<file path="src/design/pst_pkg.sv">
// ----------------------------------------------------------------------------
// pst_pkg: shared types and constants
// Holds the sizes, the operation codes and the control struct that the
// sequencer sends to the element unit.
// ----------------------------------------------------------------------------
package pst_pkg;

	localparam int MAX_ELEMENTS = 1024;
	localparam int IDX_W        = $clog2(MAX_ELEMENTS);
	localparam int CNT_W        = $clog2(MAX_ELEMENTS + 1);
	localparam int VAL_W        = 64;
	localparam int WORD_W       = VAL_W + 1;

	localparam logic [1:0] MODE_WRITE = 2'd0;
	localparam logic [1:0] MODE_INC   = 2'd1;
	localparam logic [1:0] MODE_EVEN  = 2'd2;
	localparam logic [1:0] MODE_ODD   = 2'd3;

	typedef struct packed {
		logic inc;
		logic odd;
	} unit_ctrl_t;

endpackage

</file>
<file path="src/design/pst_unit.sv">
// ----------------------------------------------------------------------------
// pst_unit: shared element arithmetic
// One 64-bit adder either increments a stored element or adds it to the
// running query sum when its parity matches.
// ----------------------------------------------------------------------------
module pst_unit (
	input  pst_pkg::unit_ctrl_t          ctrl,
	input  logic [pst_pkg::WORD_W-1:0]   word,
	input  logic [pst_pkg::VAL_W-1:0]    acc,
	output logic [pst_pkg::WORD_W-1:0]   new_word,
	output logic [pst_pkg::VAL_W-1:0]    acc_next
);
	import pst_pkg::*;

	logic             loaded;
	logic [VAL_W-1:0] value;
	logic             take;
	logic [VAL_W-1:0] op_a;
	logic [VAL_W-1:0] op_b;
	logic [VAL_W-1:0] sum;

	assign loaded = word[WORD_W-1];
	assign value  = word[VAL_W-1:0];
	assign take   = loaded && (value[0] == ctrl.odd);

	always_comb begin
		if (ctrl.inc) begin
			op_a = value;
			op_b = {{(VAL_W-1){1'b0}}, 1'b1};
		end else begin
			op_a = acc;
			op_b = take ? value : '0;
		end
	end

	assign sum      = op_a + op_b;
	// An element that was never loaded stays out of both sets.
	assign new_word = loaded ? {1'b1, sum} : word;
	assign acc_next = sum;
endmodule

</file>
<file path="config.mk">
export PLATFORM = sky130hd
export DESIGN_NAME = pst_unit
export DESIGN_NICKNAME = d
export VERILOG_FILES = /design/src/design/pst_pkg.sv /design/src/design/pst_unit.sv
export SDC_FILE = /design/constraint.sdc
export NUM_CORES = 1
export LEC_CHECK = 0
export BUFFER_PORTS_ARGS = -buffer_cell sky130_fd_sc_hd__buf_4
export CAP_MARGIN = 15
export CORE_MARGIN = 3
export CORE_UTILIZATION = 46
export DETAILED_ROUTE_END_ITERATION = 16
export GPL_ROUTABILITY_DRIVEN = 1
export GPL_TIMING_DRIVEN = 1
export PLACE_DENSITY = 0.87
export REMOVE_ABC_BUFFERS = 1
export SLEW_MARGIN = 20
export SYNTH_ARGS = -nofsm -noshare
export SYNTH_HDL_FRONTEND = slang
export SYNTH_SLANG_ARGS = --single-unit
</file>
<file path="constraint.sdc">
create_clock -name vclk -period 4
set_clock_uncertainty 0.1 [all_clocks]
set_input_delay 0.2 -clock vclk [all_inputs]
set_output_delay 0.2 -clock vclk [all_outputs]
set_load 0.1 [all_outputs]
</file>
; ---- Yosys cells after proc, flatten, opt, wreduce, memory -nomap -nowiden
; Index checks and enable logic that the tools add are counted.
[op_classes]
addsub = 1
reduce_logical = 1
shift = 0
muxes = 4
mul = 0
n_bitwise = 0
n_lt_le_gt_ge = 0
n_eq_ne = 1
div_mod_pow = 0
[op_table]
columns = op, count
row1 = $mux W64, 3
row2 = $mux W65, 1
row3 = $add A64 B64 Y64, 1
row4 = $eq A1 B1 Y1, 1
row5 = $logic_and A1 B1 Y1, 1
[word_totals]
mem_bits_ro = 0
regBits = 0
ramBits = 0
latch_bits = 0
n_memories = 0

; ---- Logic depth before layout (Yosys ltp)
; Gate-level depths: netlist of run 1.
[logic_depth]
word_depth = 6
mapped_depth = 17

; ---- Worst setup path before layout of run 1
; No wires, ideal clock.
[synth_timing]
kind = input port to output port
startpoint = input port ctrl[1] (netlist name)
endpoint = output port new_word[60] (netlist name)
arrival_time_ps = 6468
path_slack_ps = -2768
path_buffers = 3
t_required_ps = 3700
path_stages = 14
cell_sequence = clkbuf_1 clkbuf_1 clkbuf_1 mux2_2 ha_1 fa_1 a21o_1 a311oi_1 or3b_4 a211oi_2 o21ai_2 a211oi_2 o21ai_0 o311ai_0
[synth_via]
elab_chain_len = 3
[synth_lines]
columns = element, line_no
row1 = start: declaration, pst_unit.sv:7  ; input pst_pkg::unit_ctrl_t ctrl,
row2 = $mux W64, pst_unit.sv:27  ; if (ctrl.inc) begin
row3 = $add A64 B64 Y64 (*), pst_unit.sv:36  ; assign sum = op_a + op_b;
row4 = $mux W65 (*), pst_unit.sv:38  ; assign new_word = loaded ? {1'b1, sum} : word;
row5 = end: declaration, pst_unit.sv:10  ; output logic [pst_pkg::WORD_W-1:0] new_word,
; Every way passes the cells marked *; elsewhere a longest branch is shown, timed or not.

; ---- Worst setup path after layout of run 1
[layout_timing]
startpoint = input port word[0] (netlist name)
endpoint = output port new_word[51] (netlist name)
[layout_via]
elab_chain_len = 6
[layout_lines]
columns = element, line_no
row1 = start: declaration, pst_unit.sv:8  ; input logic [pst_pkg::WORD_W-1:0] word,
row2 = $eq A1 B1 Y1, pst_unit.sv:24  ; assign take = loaded && (value[0] == ctrl.odd);
row3 = $logic_and A1 B1 Y1, pst_unit.sv:24
row4 = $mux W64, pst_unit.sv:32  ; op_b = take ? value : '0;
row5 = $mux W64, pst_unit.sv:27
row6 = $add A64 B64 Y64 (*), pst_unit.sv:36
row7 = $mux W65 (*), pst_unit.sv:38
; Marks and branches as above.

==> results.yml, run 1 <==
drt:
  via_per_inst: 5.81
  ant_nets: 0
  drc_errors: 0
  dr_total_vias: 7796
  first_iter_violations: 768
  wirelength_um: 23100
  drtPass1Iterations: 7
  routedWlPerCell_um: 17.2
timing:
  hold_slack_ns: 0.735
  setup_violations: 0
  maxSlewViolCount: 0
  worstMarginPinSlew_ns: 0.722
  hold_violations: 0
  rsz0062_at_grt: "yes"
  fmax_mhz: 253
  postLayoutSetupSlackWorst_ns: 0.0540
  fin_crit_sh: 0.987
  slew_headroom: 0.513
  timing.final.crit_period_ns: 3.95
yosys:
  ys.warnings.count: 0
  synth.avg_cell_area_sq_um: 7.28
  ys_types: 72
  syn_inst: 827
  yosysSeqAreaShare: 0
  synth_area_sq_um: 6020
global_routing:
  grt_use_total: 0.284
  grt_pass1_wl_um: 35400
  grt_pass1_vias: 7482
  grt_max_degree: 36
  overflow: 0
  antenna_found_initial: 0
die:
  initial_core_util: 0.474
  core_sq_um: 12700
  die_height_um: 120
  rows: 41
  dieArea_sq_um: 14500
  die_width_um: 120
  num_io_pins: 260
place:
  place_congestion: 0.993
  hpwl_um: 19100
  place_ws_ns: 0.00223
  io_buffers: 260
worst_setup_path:
  crit_family: "simple AND/OR/NAND/NOR gates"
  start_kind: "primary input"
  slowest_stage: "ha_1"
  crit_path_max_fanout: 20
  crit_required_ns: 3.70
  crit_path_end_kind: "output port"
  path_buf_inv: 4
  criticalPathCategory: "primary input to output port"
  cp_data_arrival_time_ns: 3.65
  cp_common_cell: "buf_4"
  slowest_delay_ns: 0.31
  crit_chain: "buf_4 -> xnor2_1 -> nand2_1 -> nor2_4 -> buf_12 -> and2_1 -> ha_1 -> nand2_1 -> o21ai_1 -> a221oi_2 -> buf_4 -> nor4b_4 -> a211oi_4 -> o211ai_2 -> nand2_2 -> xor2_1 -> mux2_2 -> buf_4"
pwr:
  vdd_drop_max_v: 0.000278
  power_uw: 2800
  power_per_cell_area_nw_per_um2: 300
  p_leak_uw: 0.00457
min_path:
  min_path_cells: 3
  worst_hold_path_type: "primary input to output port"
  hp-start: "word[43]"
  whs_endpoint: "new_word[43]"
final_layout:
  drive_above_1_share: 0.491
  fin_nets: 1367
  final_core_util: 0.733
  design.seq.count: 0
  clkbuf_count: 0
  fillerInstances: 974
  seqCellArea_sq_um: 0
  antenna_cells: 0
  area_growth_pct: 54.9
job:
  maxCapViolations: 0
cts:
  postCtsHoldBufs: 0
status:
  status: "finished clean"
## worst max path at each step
stage	start	end	slack, ns	cells past startpoint
global route	word[0]	new_word[55]	-0.23	17
global placement	ctrl[1]	new_word[62]	0.02	14
CTS	ctrl[1]	acc_next[62]	0.01	14
finish	word[0]	new_word[51]	0.05	18
floorplan	word[0]	new_word[60]	-3.30	13
detailed placement	ctrl[1]	new_word[62]	0.002	14
## cell usage after synthesis, drive strengths merged (17+ instances only)
cell,number,area share
nand2,66,0.042
a21o,33,0.042
ha,63,0.13
xnor2,40,0.058
xor2,22,0.033
nor2,60,0.037
nand4,20,0.021
o21bai,17,0.021
a21oi,87,0.073
mux2,117,0.22
clkbuf,38,0.024
inv,23,0.014
o21ai,45,0.041
and2,64,0.066
## cells by family (layout without fill, tap and decap cells)
group,count (synthesis),count (layout),share of synthesized area
AO/OA/AOI/OAI,245,245,0.275
AND/OR/NAND/NOR,268,268,0.231
XOR/XNOR,62,62,0.0914
multiplexers,117,117,0.219
buffers and inverters,71,414,0.0494
adder cells (fa/ha/maj),64,64,0.134
## area by class of cell
class              instances  area (sq um)  share of cell area
multi-input cells        756          5930               0.635
repair buffers           390          3100               0.332
well taps                172           215              0.0231
inverters                 24          90.1             0.00965
## cell usage in the layout (no fill, tap or decap), types with 6 or more instances in the layout
cell type,n
nand4_1,20
inv_1,23
nand2_1,64
nor2_1,58
a21oi_2,7
nand3_1,14
buf_4,357
buf_8,6
ha_1,61
o21ai_2,7
o21ai_0,30
a21oi_1,80
xor2_1,20
xnor2_1,39
buf_6,23
a21o_1,31
o21ai_1,8
mux2_2,117
and2_1,64
nor3_1,10
o21bai_1,17
## through the flow
step                      TNS [ns]  std cells  instance area [sq um]
after floorplan            -172.27        780                   5820
after global placement           0       1339                   8970
after detailed placement         0       1339                   8970
after CTS                        0       1339                   8970
after global routing         -1.68       1342                   9330
final                            0       1342                   9330
## timing repair
item	4_1_cts	5_1_grt
setup buffers	0	3
pin swaps	0	14
endpoints found under the setup margin	1	47
gates resized for setup	2	77
## power breakdown
| part | switching, uW | total [uW] | internal, uW |
|---|---|---|---|
| logic | 2010 | 2800 | 789 |
| registers | 0 | 0 | 0 |
| clock network | 0 | 0 | 0 |
| total | 2010 | 2800 | 789 |
## per-layer routing
metal,share of wire,track usage,vias up
li1,-,-,3724
met1,0.40,0.364,3613
met2,0.50,0.511,389
met3,0.066,0.0206,70
met4,0.030,0.0744,0
met5,0,0,-
Power figures use the tool's default switching activity.
==> run 2, diff against run 1 <==
Settings changed: REMOVE_ABC_BUFFERS 1 to default.
==> run 2 against run 1 <==
Compared with the run above: via count decreased by 0.14%; worst hold slack got worse by 0.026 ns; first-iteration DRC count decreased by 31%; largest cell class unchanged.
==> results.yml, run 2 (same netlist as run 1, synthesis figures left out) <==
status:
  status: "finished clean"
final_layout:
  design.seq.count: 0
  drive_above_1_share: 0.573
  final_core_util: 0.839
  seqCellArea_sq_um: 0
  clkbuf_count: 0
  final_common_cell: "buf_4"
  area_growth_pct: 77.3
  mostFrequentLayoutCells: "355 x buf_4, 87 x mux2_2, 73 x a21oi_1, 64 x and2_1, 62 x nand2_1"
  design_area_sq_um: 10700
  fin_nets: 1358
  antenna_cells: 0
  final_cells: 1333
drt:
  wl_met2_um: 12000
  drtPass1Iterations: 5
  drc_errors: 0
  top_layer: "met4"
  wirelength_um: 23600
  met1_length_um: 9710
  wl_met3_um: 1370
  routedWlPerCell_um: 17.7
  dr_total_vias: 7785
  ant_nets: 0
  via_per_inst: 5.84
  first_iter_violations: 530
worst_setup_path:
  slowest_delay_ns: 0.36
  path_buf_inv: 5
  crit_path_end_kind: "output port"
  crit_chain: "buf_4 -> xnor2_2 -> nand2_2 -> nor2_4 -> buf_4 -> and2_1 -> fa_2 -> a21o_1 -> a311oi_2 -> or3b_4 -> buf_4 -> nand3_4 -> o211ai_4 -> a21oi_2 -> buf_4 -> nor3_4 -> xnor2_4 -> mux2_4 -> buf_6"
  cp_common_cell: "buf_4"
  crit_family: "simple AND/OR/NAND/NOR gates"
  crit_end: "new_word[58]"
  cp.depth: 19
  start_kind: "primary input"
  crit_path_max_fanout: 11
  startpoint: "word[0]"
  cp_data_arrival_time_ns: 3.64
  criticalPathCategory: "primary input to output port"
  slowest_stage: "fa_2"
  crit_required_ns: 3.70
timing:
  setup_violations: 0
  slew_headroom: 0.567
  fmax_mhz: 254
  rsz0062_at_grt: "yes"
  final.setup.tns_ns: 0
  worstMarginPinSlew_ns: 0.650
  hold_violations: 0
  timing.final.crit_period_ns: 3.94
  fin_crit_sh: 0.985
  maxSlewViolCount: 0
place:
  io_buffers: 260
  hpwl_um: 19900
  place_congestion: 0.984
  dpl-instance-area_sq_um: 10400
  dpl.cell_count: 1330
min_path:
  worst_hold_path_type: "primary input to output port"
pwr:
  power_uw: 3060
  p_leak_uw: 0.00504
  vdd_drop_max_v: 0.000267
  power_per_cell_area_nw_per_um2: 286
global_routing:
  grt_pass1_wl_um: 36300
  overflow: 0
  grt_use_total: 0.296
  grt_max_degree: 41
  grt_pass1_vias: 7607
  antenna_found_initial: 0
die:
  num_io_pins: 260
  rows: 41
  die_width_um: 120
  die_height_um: 120
  core_sq_um: 12700
  dieArea_sq_um: 14500
  initial_core_util: 0.474
yosys:
  synth_nets: 1022
job:
  maxCapViolations: 0
==> run 2: cell count changes in the layout (fill, tap and decap cells not counted), moves of 6 or more <==
cell / before / now
xor2_1: 20 / 1
ha_1: 61 / 51
a21oi_2: 7 / 13
xor2_4: 0 / 19
xnor2_4: 0 / 29
mux2_4: 0 / 30
ha_2: 0 / 7
xnor2_2: 1 / 11
a21oi_1: 80 / 73
mux2_2: 117 / 87
nor2_1: 58 / 50
xnor2_1: 39 / 0
==> run 2: worst min path at each step <==
stage / start / endpoint / slack [ns] / depth (start not counted)
final: word[51] / new_word[51] / 0.71 / 3
after global placement: word[54] / new_word[54] / 0.79 / 3
after CTS: word[52] / new_word[52] / 0.74 / 3
after detailed placement: word[40] / new_word[40] / 0.79 / 3
after floorplan: word[64] / new_word[64] / 0.51 / 1
after global routing: word[51] / new_word[51] / 0.72 / 3
==> run 2: per-layer routing <==
metal,vias to the layer above,global-route usage
li1,3709,-
met1,3712,0.382
met2,322,0.540
met3,42,0.0220
met4,0,0.0609
met5,-,0
==> run 2: cell type report <==
| cell class | instances | area [sq um] |
|---|---|---|
| multi-input combinational | 756 | 7360 |
| tap | 172 | 215 |
| fill | 781 | 2040 |
| timing repair buffer | 381 | 3020 |
| inverter | 24 | 90.1 |
==> run 2: metrics by stage <==
| step | setup slack [ns] | hold slack (ns) |
|---|---|---|
| after global placement | 0.0126 | 0.786 |
| after CTS | 0.00505 | 0.741 |
| after floorplan | -0.341 | 0.512 |
| final | 0.0612 | 0.709 |
| after detailed placement | -0.0710 | 0.788 |
| after global routing | -0.0474 | 0.716 |
==> run 2: what timing repair did <==
action | CTS | global route
gates resized for setup | 7 | 61
hold buffers | 0 | 0
gates cloned | 0 | 0
setup buffers | 0 | 3
pin swaps | 3 | 19
endpoints found under the setup margin | 9 | 50
==> run 2: report_power, final <==
group          switching (uW)  total [uW]  leakage (uW)  internal (uW)
logic                    2120        3060       0.00504            940
clock network               0           0             0              0
registers                   0           0             0              0
total                    2120        3060       0.00504            940
