## src/design/pst_ram.sv

```systemverilog
// ----------------------------------------------------------------------------
// pst_ram: generic single-port-write, single-port-read RAM
// One write and one registered read per cycle.
// ----------------------------------------------------------------------------
module pst_ram #(
	parameter int W = 8,
	parameter int D = 16
) (
	input  logic                 clk,
	input  logic                 wr_en,
	input  logic [$clog2(D)-1:0] wr_addr,
	input  logic [W-1:0]         wr_data,
	input  logic                 rd_en,
	input  logic [$clog2(D)-1:0] rd_addr,
	output logic [W-1:0]         rd_data
);
	logic [W-1:0] mem [D];
	logic [W-1:0] rd_data_q;

	always_ff @(posedge clk) begin
		if (wr_en) begin
			mem[wr_addr] <= wr_data;
		end
		if (rd_en) begin
			rd_data_q <= mem[rd_addr];
		end
	end

	assign rd_data = rd_data_q;
endmodule

```

## config.mk

```make
export PLATFORM = sky130hd
export DESIGN_NAME = pst_ram
export DESIGN_NICKNAME = d
export VERILOG_FILES = /design/src/design/pst_ram.sv
export SDC_FILE = /design/constraint.sdc
export NUM_CORES = 1
export LEC_CHECK = 0
export BUFFER_PORTS_ARGS = -buffer_cell sky130_fd_sc_hd__buf_2
export CORE_ASPECT_RATIO = 1.25
export CORE_MARGIN = 5
export CORE_UTILIZATION = 50
export DETAILED_ROUTE_END_ITERATION = 16
export PLACE_DENSITY = 0.65
export SYNTH_ARGS = -nofsm -noshare
export SYNTH_HDL_FRONTEND = slang
export SYNTH_SLANG_ARGS = --single-unit
```

## constraint.sdc

```tcl
create_clock -name clk -period 4.8 [get_ports clk]
set_input_delay 0.24 -clock clk [delete_from_list [all_inputs] [get_ports clk]]
set_output_delay 0.24 -clock clk [all_outputs]
set_load 0.01 [all_outputs]
```

# Word level (Yosys, flattened, before mapping)

Memory sizes are Yosys's and may differ from the RTL's. A register that Yosys moved wholly into a read port is not among the register bits.
Cells that the tools add are included.

Muxes and demuxes: 2

Operators with widths:

| kind             | count |
|---|---|
| 2-to-1 mux 1 bit | 2 |

Bits in registers: 0
Bits in writable memories: 128
Input bits: 19
Output and inout port bits: 8
Logic and storage cells: 3
Memories kept: 1

Memory list:

| name | depth | bits a word | read ports | clocked after Yosys merged registers in | write ports | line | text |
|---|---|---|---|---|---|---|---|
| mem  | 16    | 8           | 1          | 1                                       | 1           | 17   | `logic [W-1:0] mem [D];` |

# Longest topological paths before layout

Gate-level depths: netlist of run 1.

Depth in word-level cells: 2
Depth in mapped cells: 5
Depth with buffers taken out: 3

# Least setup slack after synthesis of run 1

OpenSTA, ideal clock, no wires.

Path kind: input -> register
Start: input wr_addr[2]
End: memory mem[0][0], enable pin
Library setup time: 383 ps
Arrival time: 1350 ps
Data required time: 4417 ps
Slack: 3067 ps
Stages: 2
Path buffers: 0
Cells stage by stage: or3b_2 nor3_1

RTL lines:

| item               | line | text |
|---|---|---|
| start: declaration | 11   | `input logic [$clog2(D)-1:0] wr_addr,` |
| end: declaration   | 17   |  |

No word-level cell before the write port.

==> summary.txt, run 1 <==
Floorplanning
  • DIE WIDTH: 101 um
  • DIE AREA: approximately 13000 sq um
  • Core area: 10200 sq um
  • Row cnt: between 40 and 50
  • Ports: 27
  • Die span in y: between 100 and 150 um
  • Initial core utilization: approximately half

STA
  • Sum Neg Setup Slack: 0 ps
  • Crit path time final: a little under 2000 ps
  • RSZ-0062 raised after global routing: false
  • Final Skew: approximately 6.2 ps
  • Period Utilization, post-route: ~41%
  • Worst relative slew slack: 28.3%
  • Max Slew Vio Count: 0
  • Final setup viols: 0
  • Worst slew pin tran: 1070 ps
  • Hold slack: 200 ps
  • FMAX: ~0.51 GHz
  • Hold Vio Cnt, Final: 0

Setup path
  • Crit-path cells: buf_2 -> mux4_1 -> a22oi_1 -> nand2_1
  • Critical path data required time: slightly below 5000 ps
  • Crit path arrival time: roughly 2100 ps
  • CP Launch Type: input pin
  • Critical Path Max Stage Delay: 790 ps
  • Critical path type: in2reg
  • Kind of end point of the critical path: register
  • Crit-path slowest cell: buf_2
  • CP top delay family: buffers and inverters
  • CP bufs+invs: 1
  • Largest fanout on the critical path: 32

Synthesis
  • Main combinational cell family by area after synthesis: multiplexers
  • Top-area cell type share of the netlist area: between 70% and 80%
  • Post-synthesis mux area share: between 10% and 20%
  • Post-synthesis cell count: around 230
  • Synth area leader: edfxtp_1
  • Syn nets: approximately 250
  • Yosys Warn Count: 0
  • Xor/xnor share of the synthesized area: 0%
  • Post-Synth Simple-Gate Area: under 10%
  • Compound-Gate Fraction of Synth Area: between 2 and 2.5%
  • Number of synthesized register bits: approximately 140
  • Post-Syn Area per Cell: 22.8 sq um
  • Mapped Area: ~5200 sq um
  • Largest cells by area after synthesis: edfxtp_1, mux4_2, mux4_1, a22oi_1, nor2_1
  • Seq/Total Area, Yosys: just under 80%
  • Distinct cells, synth: 18
  • Synth Area in Adders: 0%

CTS
  • Reg clk slew, reported paths: roughly 60 ps
  • Num Clock Sinks: ~140
  • CTS Buffer Depth: 2
  • CTS Hold Bufs: 0
  • # Post-CTS Setup Buffers: 0
  • Clock Latency Late Sink: ~410 ps
  • CTS resizes: 0
  • TritonCTS Buffers: 17
  • H-tree levels: 4
  • CTS tree: built
  • Root Driver: clkbuf_16

Cells and area
  • Share of cells above drive strength 1: about 28%
  • Fill count: between 700 and 800
  • N_diodes: 0
  • Post-Layout Cell Count: 408
  • Sequential cell area: 4080 sq um
  • Final #Nets: 285
  • Area occupied by multi-input gates: ~1100 sq um
  • Layout area overhead: 16.1%

Worst hold path
  • Hold Crit Class: in2reg

Pwr
  • Sw frac: approximately a fifth
  • Power density cells: 459 nW/um^2
  • Sw power: 534 uW
  • Clock power frac: between 40% and 50%
  • Flop pwr share: 48.3%
  • Gate power share: ~4.2%
  • Max IR drop VDD: around 0.26 mV
  • Internal power: 2.25 mW
  • Leakage: approximately 2 nW

Global route
  • First-pass GRT wire length: 15.3 mm
  • Total grt overflow: 0
  • Largest net degree at the start of global routing: 33
  • GR Util All Layers: around 17%
  • Initial antenna violation count: 0
  • Vias in the first global route: around 2500

Detailed routing
  • Via count: between 2000 and 2500
  • Routed len/inst: 24.3 um
  • Final ANT Viol Nets: 0
  • Vias per inst: around 6
  • Final wirelength: 9.93 mm
  • # DRC: 0
  • DRT Pass-1 Iters: 4
  • DRT iter0 DRCs: about 260

Placement
  • Gp weighted congestion: ~0.72
  • Post-Place Cells: around 380
  • IO buf count: 26
  • Post-DP HPWL: about 6 mm

Run status
  • Outcome: finished, final reports clean

Run
  • Max-cap violations: 0
-- registers in the layout (all words and copies together), names as in the netlist --
signal and cells:
mem 128, rd_data 8
-- power by group through the flow --
stage                     clock network, mW  registers [mW]  logic [mW]
after floorplan                           0            1.37      0.0675
after global placement                    0            1.37       0.116
after detailed placement                  0            1.37       0.119
after CTS                              1.33            1.35       0.120
after global routing                   1.40            1.35       0.128
final                                  1.32            1.35       0.117
-- layout by cell type (no fill, tap or decap) --
cell type	n
a22oi_1	16
and2_1	1
and2b_1	1
buf_2	26
buf_4	2
bufinv_16	4
clkbuf_1	2
clkbuf_16	17
clkinv_1	1
clkinv_2	3
clkinv_4	2
clkinvlp_4	3
edfxtp_1	136
mux4_1	14
mux4_2	18
nand2_1	9
nand2b_1	2
nand3_1	1
nand3b_1	2
nor2_1	13
nor2b_1	1
nor3_1	2
nor3_2	2
or3b_2	1
-- cell families after synthesis --
group / count (synthesis)
and+or+nand+nor: 35
buffers and inverters: 10
DFF: 136
AOI/OAI and AO/OA: 16
muxes: 32
-- path summary, 6_finish.rpt --
check	start	endpoint	slack [ps]	depth (start not counted)
worst max-delay path	rd_addr[0]	rd_data[2]	2820	4
worst min-delay path	rd_en	rd_data[0]	200	1
worst max register to register	mem[5][2]	rd_data[2]	3270	3
worst min register to register	mem[14][3]	rd_data[3]	730	3
-- metal layers --
layer,vias to the layer above,GRT usage [%],wire (um)
met2,74,27.1,5020
met4,0,5.87,116
met5,-,0,0
met1,1234,23.6,4260
li1,1060,-,-
met3,12,4.48,528
-- final cells by class --
| cell class | instances | share of cell area, % |
|---|---|---|
| flip-flops and latches | 136 | 67.3 |
| multi-input cells | 83 | 17.6 |
| clock buffers | 19 | 7.13 |
| clock inverters | 13 | 2.95 |
| well taps | 129 | 2.66 |
| repair buffers | 28 | 2.39 |
-- Yosys cell counts --
cell type / instances
nand3_1: 1
a22oi_1: 16
or3b_2: 1
and2_1: 1
and2b_1: 1
edfxtp_1: 136
buf_6: 3
nand3b_1: 2
nor2_1: 13
buf_4: 1
buf_2: 3
nand2_1: 9
mux4_2: 18
nor3_1: 4
clkdlybuf4s25_2: 3
mux4_1: 14
nor2b_1: 1
nand2b_1: 2
-- stage by stage --
step | utilization (%) | power, mW | area (sq um) | setup slack (ps)
final | 59.8 | 2.78 | 6070 | 2820
after global routing | 59.8 | 2.87 | 6070 | 2710
after CTS | 59.8 | 2.80 | 6070 | 2790
after detailed placement | 53.7 | 1.49 | 5460 | 2370
after global placement | 53.7 | 1.48 | 5460 | 2420
after floorplan | - | 1.44 | 5230 | 3070
Power figures use the tool's default switching activity.
==> inputs of run 2 (changes only) <==
PLACE_DENSITY = 0.68   (was 0.65)
clock period = 1.6 ns   (was 4.8 ns; I/O delays follow)
==> run 2 against run 1 <==
Sequential share of layout area fell by 2.9 points. Clock power rose to 3.2 times the previous value. Global-route usage fell by 0.96 points. Clock skew fell by 2.2 ps. Hold slack got worse by 160 ps. Die area did not move. Combinational power rose to 3.3 times the previous value. Critical path depth fell by 1. Worst setup slack got worse by 2700 ps. Via count rose by 4.1%.
==> summary.txt, run 2 (synthesis gave the netlist of run 1 again) <==
Detailed routing
  • Vias per inst: 5.71
  • Final wirelength: between 9 and 10 mm
  • Final ANT Viol Nets: 0
  • DRT Pass-1 Iters: 4
  • DRT iter0 DRCs: just over 200
  • Routed len/inst: between 20 and 25 um
  • Via count: 2477
  • # DRC: 0

Setup path
  • Critical path type: reg2reg
  • Crit path to: rd_data[7]
  • Crit-path cells: mux4_2 -> a22oi_1 -> nand2_1
  • R2R Path End: rd_data[7]
  • Kind of end point of the critical path: register
  • Reg2reg path depth: 3
  • CP Launch Type: register
  • Critical Path Max Stage Delay: ~470 ps
  • Flop-to-flop setup slack: about 110 ps
  • R2R Path Start: mem[3][7]
  • Critical path data required time: around 1800 ps
  • CP startpoint: mem[3][7]
  • Crit-path slowest cell: mux4_2
  • Largest fanout on the critical path: 1
  • Crit path arrival time: roughly 1600 ps

Placement
  • IO buf count: 26
  • Gp weighted congestion: roughly 0.78
  • Post-DP HPWL: between 6 and 7 mm

Floorplanning
  • DIE AREA: around 13000 sq um
  • Ports: 27
  • Row cnt: slightly above 40
  • Core area: 10200 sq um
  • Initial core utilization: 51.5%
  • Die span in y: roughly 120 um
  • DIE WIDTH: ~100 um

STA
  • Final Skew: roughly 4 ps
  • Max Slew Vio Count: 0
  • Crit path time final: about 1500 ps
  • Hold slack: about 44 ps
  • RSZ-0062 raised after global routing: false
  • Hold Vio Cnt, Final: 0
  • Period Utilization, post-route: 92.9%
  • FMAX: 0.673 GHz
  • Worst relative slew slack: between 70% and 80%
  • Final setup viols: 0
  • Worst slew pin tran: just over 400 ps

CTS
  • CTS tree: built
  • Num Clock Sinks: between 100 and 150
  • # Post-CTS Setup Buffers: 0
  • Reg clk slew, reported paths: about 60 ps
  • Root Driver: clkbuf_16
  • Clock Latency Late Sink: around 400 ps
  • H-tree levels: 4
  • CTS Hold Bufs: 0
  • CTS resizes: 0
  • CTS Buffer Depth: 2
  • TritonCTS Buffers: 17

Pwr
  • Gate power share: under 10%
  • Clock power frac: 49.1%
  • Internal power: slightly above 7 mW
  • Sw power: around 1.6 mW
  • Power, Total: 8.68 mW
  • Flop pwr share: between 40 and 50%
  • Power density cells: between 1000 and 1500 nW/um^2
  • Leakage: 2.18 nW
  • Max IR drop VDD: around 1.0 mV
  • Sw frac: approximately 18%

Run
  • Max-cap violations: 0

Cells and area
  • Layout area overhead: 21.3%
  • N_diodes: 0
  • Largest register FFs: 128
  • Share of cells above drive strength 1: 33.4%
  • Final #Nets: between 300 and 400
  • Most frequent cells in the layout: edfxtp_1, buf_2, buf_4
  • Most common cell after layout, fill and taps aside: edfxtp_1
  • Biggest register: mem
  • Core Util, Final: a little over three fifths

Global route
  • Total grt overflow: 0
  • GR Util All Layers: between 10% and 20%
  • Vias in the first global route: between 2000 and 3000
  • First-pass GRT wire length: ~15 mm
  • Initial antenna violation count: 0
  • Largest net degree at the start of global routing: 21

Worst hold path
  • Hold Crit Class: in2reg

Run status
  • Outcome: finished, final reports clean
## run 2: changes by cell type in the layout (fill, tap and decap cells not counted), sizes merged
cell,before,now
clkinv,6,3
bufinv,4,6
buf,28,54
inv,0,1
## run 2: layout make-up
class | instances | area, sq um
Timing Repair Buffer | 54 | 378
Tap cell | 129 | 161
Clock buffer | 19 | 433
Clock inverter | 13 | 225
Sequential cell | 136 | 4080
Multi-Input combinational cell | 83 | 1060
Fill cell | 700 | 3820
## run 2: stage by stage
| step | instances | TNS, ps | instance area (sq um) | setup WS [ps] |
|---|---|---|---|---|
| final | 434 | 0 | 6340 | 114 |
| after detailed placement | 402 | -166 | 5680 | -84.8 |
| after CTS | 434 | 0 | 6340 | 85.5 |
| after floorplan | 229 | 0 | 5230 | 27.1 |
| after global placement | 402 | -58.3 | 5680 | -53.5 |
| after global routing | 434 | 0 | 6340 | 26.1 |
## run 2: worst min-delay path by stage
| stage | from | to | cells past startpoint |
|---|---|---|---|
| 6_report | rd_en | rd_data[1] | 1 |
| 5_1_grt | rd_en | rd_data[1] | 1 |
| 3_5_place_dp | rd_en | rd_data[2] | 1 |
| 2_1_floorplan | wr_data[0] | mem[0][0] | 0 |
| 3_3_place_gp | wr_data[2] | mem[5][2] | 1 |
| 4_1_cts | rd_en | rd_data[1] | 1 |
## run 2: power by group through the flow
stage	combinational (mW)	sequential (mW)	clock, mW
after global routing	0.416	4.04	4.49
after floorplan	0.203	4.11	0
after CTS	0.389	4.04	4.32
after detailed placement	0.386	4.11	0
final	0.382	4.03	4.26
after global placement	0.375	4.11	0
## run 2: routing by layer
layer  part of all wire (%)  global-route usage [%]
met1                     40                    20.4
met2                     54                    26.5
met3                    5.1                    4.82
met4                    1.4                    6.57
met5                      0                       0
## run 2: worst max-delay path: cells and delay by family, from the launching register on
| kind | cells | cell delay (ps) |
|---|---|---|
| multiplexers | 1 | 470 |
| AND/OR/NAND/NOR | 1 | 100 |
| AO/OA/AOI/OAI | 1 | 290 |
| flip-flops | 1 | 370 |
==> inputs of run 3 (changes only) <==
--- a/config.mk
+++ b/config.mk
@@ -10,6 +10,8 @@
 export CORE_MARGIN = 5
 export CORE_UTILIZATION = 50
+export CTS_BUF_LIST = sky130_fd_sc_hd__clkbuf_8
 export DETAILED_ROUTE_END_ITERATION = 16
 export PLACE_DENSITY = 0.68
+export RECOVER_POWER = 25
 export SYNTH_ARGS = -nofsm -noshare
 export SYNTH_HDL_FRONTEND = slang
==> constraint.sdc (replaced) <==
create_clock -name clk -period 1.6 [get_ports clk]
set_input_delay 0.08 -clock clk [delete_from_list [all_inputs] [get_ports clk]]
set_output_delay 0.08 -clock clk [all_outputs]
set_load 0.02 [all_outputs]
==> run 3 against run 2 <==
Register-to-register slack worse by 40 ps. Core utilization fell by 1.9 points. Non-clock buffer count rose by 1. Fmax shrank 2.3%. Global-route usage fell by 0.51 points. Critical path depth stayed put. Total power fell by 12%. Wire length fell by 2.0%. Clock skew increased by 4.2 ps. Count of clock-buffer cells in the layout decreased by 2. Sequential share of layout area up 2.0 points. Worst setup slack got worse by 36 ps.
==> summary.txt, run 3 (synthesis gave the netlist of run 1 again) <==
Detailed routing
  • WL met1: ~3.6 mm
  • Max Used Layer: met4
  • # DRC: 0
  • Final ANT Viol Nets: 0
  • Routed len/inst: 21.2 um
  • Via count: approximately 2500
  • Vias per inst: 5.69
  • DRT iter0 DRCs: 232
  • Final wirelength: about 9 mm
  • Wire length on met2: around 5 mm
  • Met3 WL: about 590 um
  • DRT Pass-1 Iters: 4

Global route
  • Vias in the first global route: about 2600
  • Total grt overflow: 0
  • GR Util All Layers: about 16%
  • Initial antenna violation count: 0
  • Largest net degree at the start of global routing: 21
  • First-pass GRT wire length: between 10 and 15 mm

Pwr
  • Leakage: around 2.1 nW
  • Power density cells: between 1000 and 1500 nW/um^2
  • Max IR drop VDD: ~0.78 mV

Floorplanning
  • DIE WIDTH: around 100 um
  • DIE AREA: between 10000 and 15000 sq um
  • Core area: 10200 sq um
  • Die span in y: about 120 um
  • Initial core utilization: about 50%
  • Row cnt: 41
  • Ports: 27

Setup path
  • Crit path arrival time: roughly 1700 ps
  • Critical path type: reg2reg
  • Critical path data required time: ~1800 ps
  • Largest fanout on the critical path: 1
  • Critical Path Max Stage Delay: roughly 520 ps
  • Crit-path slowest cell: mux4_1
  • Kind of end point of the critical path: register
  • CP bufs+invs: 0
  • CP top delay family: multiplexers
  • CP Launch Type: register
  • Crit-path cells: mux4_1 -> a22oi_1 -> nand2_1

Cells and area
  • Largest register FFs: between 100 and 150
  • Biggest register: mem
  • N_diodes: 0
  • Layout area overhead: 17.6%
  • Post-Layout Cell Count: roughly 440
  • Most common cell after layout, fill and taps aside: edfxtp_1
  • Most frequent cells in the layout: edfxtp_1, buf_4, mux4_2, buf_2, clkbuf_8
  • Final #Nets: between 300 and 400
  • Share of cells above drive strength 1: 30.7%

Run status
  • Outcome: finished, final reports clean

Worst hold path
  • Hold Crit Class: in2reg

STA
  • Max Slew Vio Count: 0
  • Hold slack: around 170 ps
  • Sum Neg Setup Slack: 0 ps
  • Final Skew: between 8 and 9 ps
  • Crit path time final: between 1500 and 2000 ps
  • RSZ-0062 raised after global routing: false
  • Period Utilization, post-route: a little over nine tenths
  • Final setup viols: 0
  • Hold Vio Cnt, Final: 0
  • Worst relative slew slack: a little under three fifths
  • FMAX: between 0.6 and 0.7 GHz
  • Worst slew pin tran: between 600 and 700 ps

CTS
  • CTS tree: built
  • # Post-CTS Setup Buffers: 0
  • Clock Latency Late Sink: about 430 ps
  • Root Driver: clkbuf_8
  • Num Clock Sinks: approximately 140
  • Reg clk slew, reported paths: roughly 80 ps
  • CTS Buffer Depth: 2
  • TritonCTS Buffers: 17
  • H-tree levels: 4

Placement
  • Post-Place Cells: 402
  • IO buf count: 26
  • Gp weighted congestion: between 0.7 and 0.8
  • Post-DP HPWL: roughly 6.4 mm

Run
  • Max-cap violations: 0
-- run 3: cell types whose count changed in the layout (fill, tap and decap cells not counted), sizes merged --
cell         before  now
inv               1    3
dlygate4sd3       0    1
buf              54   46
clkbuf           19   25
-- run 3: worst paths after layout --
| path | startpoint | to | slack [ps] | depth (start not counted) |
|---|---|---|---|---|
| worst max-delay path | mem[1][1] | rd_data[1] | 80 | 3 |
| worst min-delay path | wr_data[5] | mem[6][5] | 170 | 1 |
| worst max register to register | mem[1][1] | rd_data[1] | 80 | 3 |
| worst min register to register | mem[14][7] | rd_data[7] | 750 | 3 |
-- run 3: layout make-up --
cell class                 count  area (sq um)
clock buffer                  17           234
fill                         732          4010
tap                          129           161
clock inverter                15           233
multi-input combinational     83          1060
sequential                   136          4080
timing repair buffer          55           378
-- run 3: stage by stage --
stage	util, %	cell area, sq um	total power, mW	setup slack [ps]
2_1_floorplan	-	5230	4.33	27.1
3_3_place_gp	55.9	5680	4.49	-53.5
3_5_place_dp	55.9	5680	4.51	-84.8
4_1_cts	60.6	6160	7.71	76.7
5_1_grt	60.5	6150	7.88	41.3
6_report	60.5	6150	7.63	78.4
-- run 3: where the power goes --
group	internal, mW	switching (mW)
registers	4.01	0.0184
logic	0.169	0.223
clock network	1.99	1.22
total	6.17	1.46
-- run 3: what timing repair did --
item,CTS,global route
endpoints found under the hold margin,8,0
setup endpoints to repair,0,0
hold buffers,1,0
gates resized for setup,0,0
-- run 3: metal layers --
| metal | vias up | GRT usage, % |
|---|---|---|
| met5 | - | 0 |
| met4 | 0 | 5.40 |
| met3 | 11 | 4.65 |
| met2 | 86 | 26.2 |
| met1 | 1269 | 19.8 |
| li1 | 1110 | - |
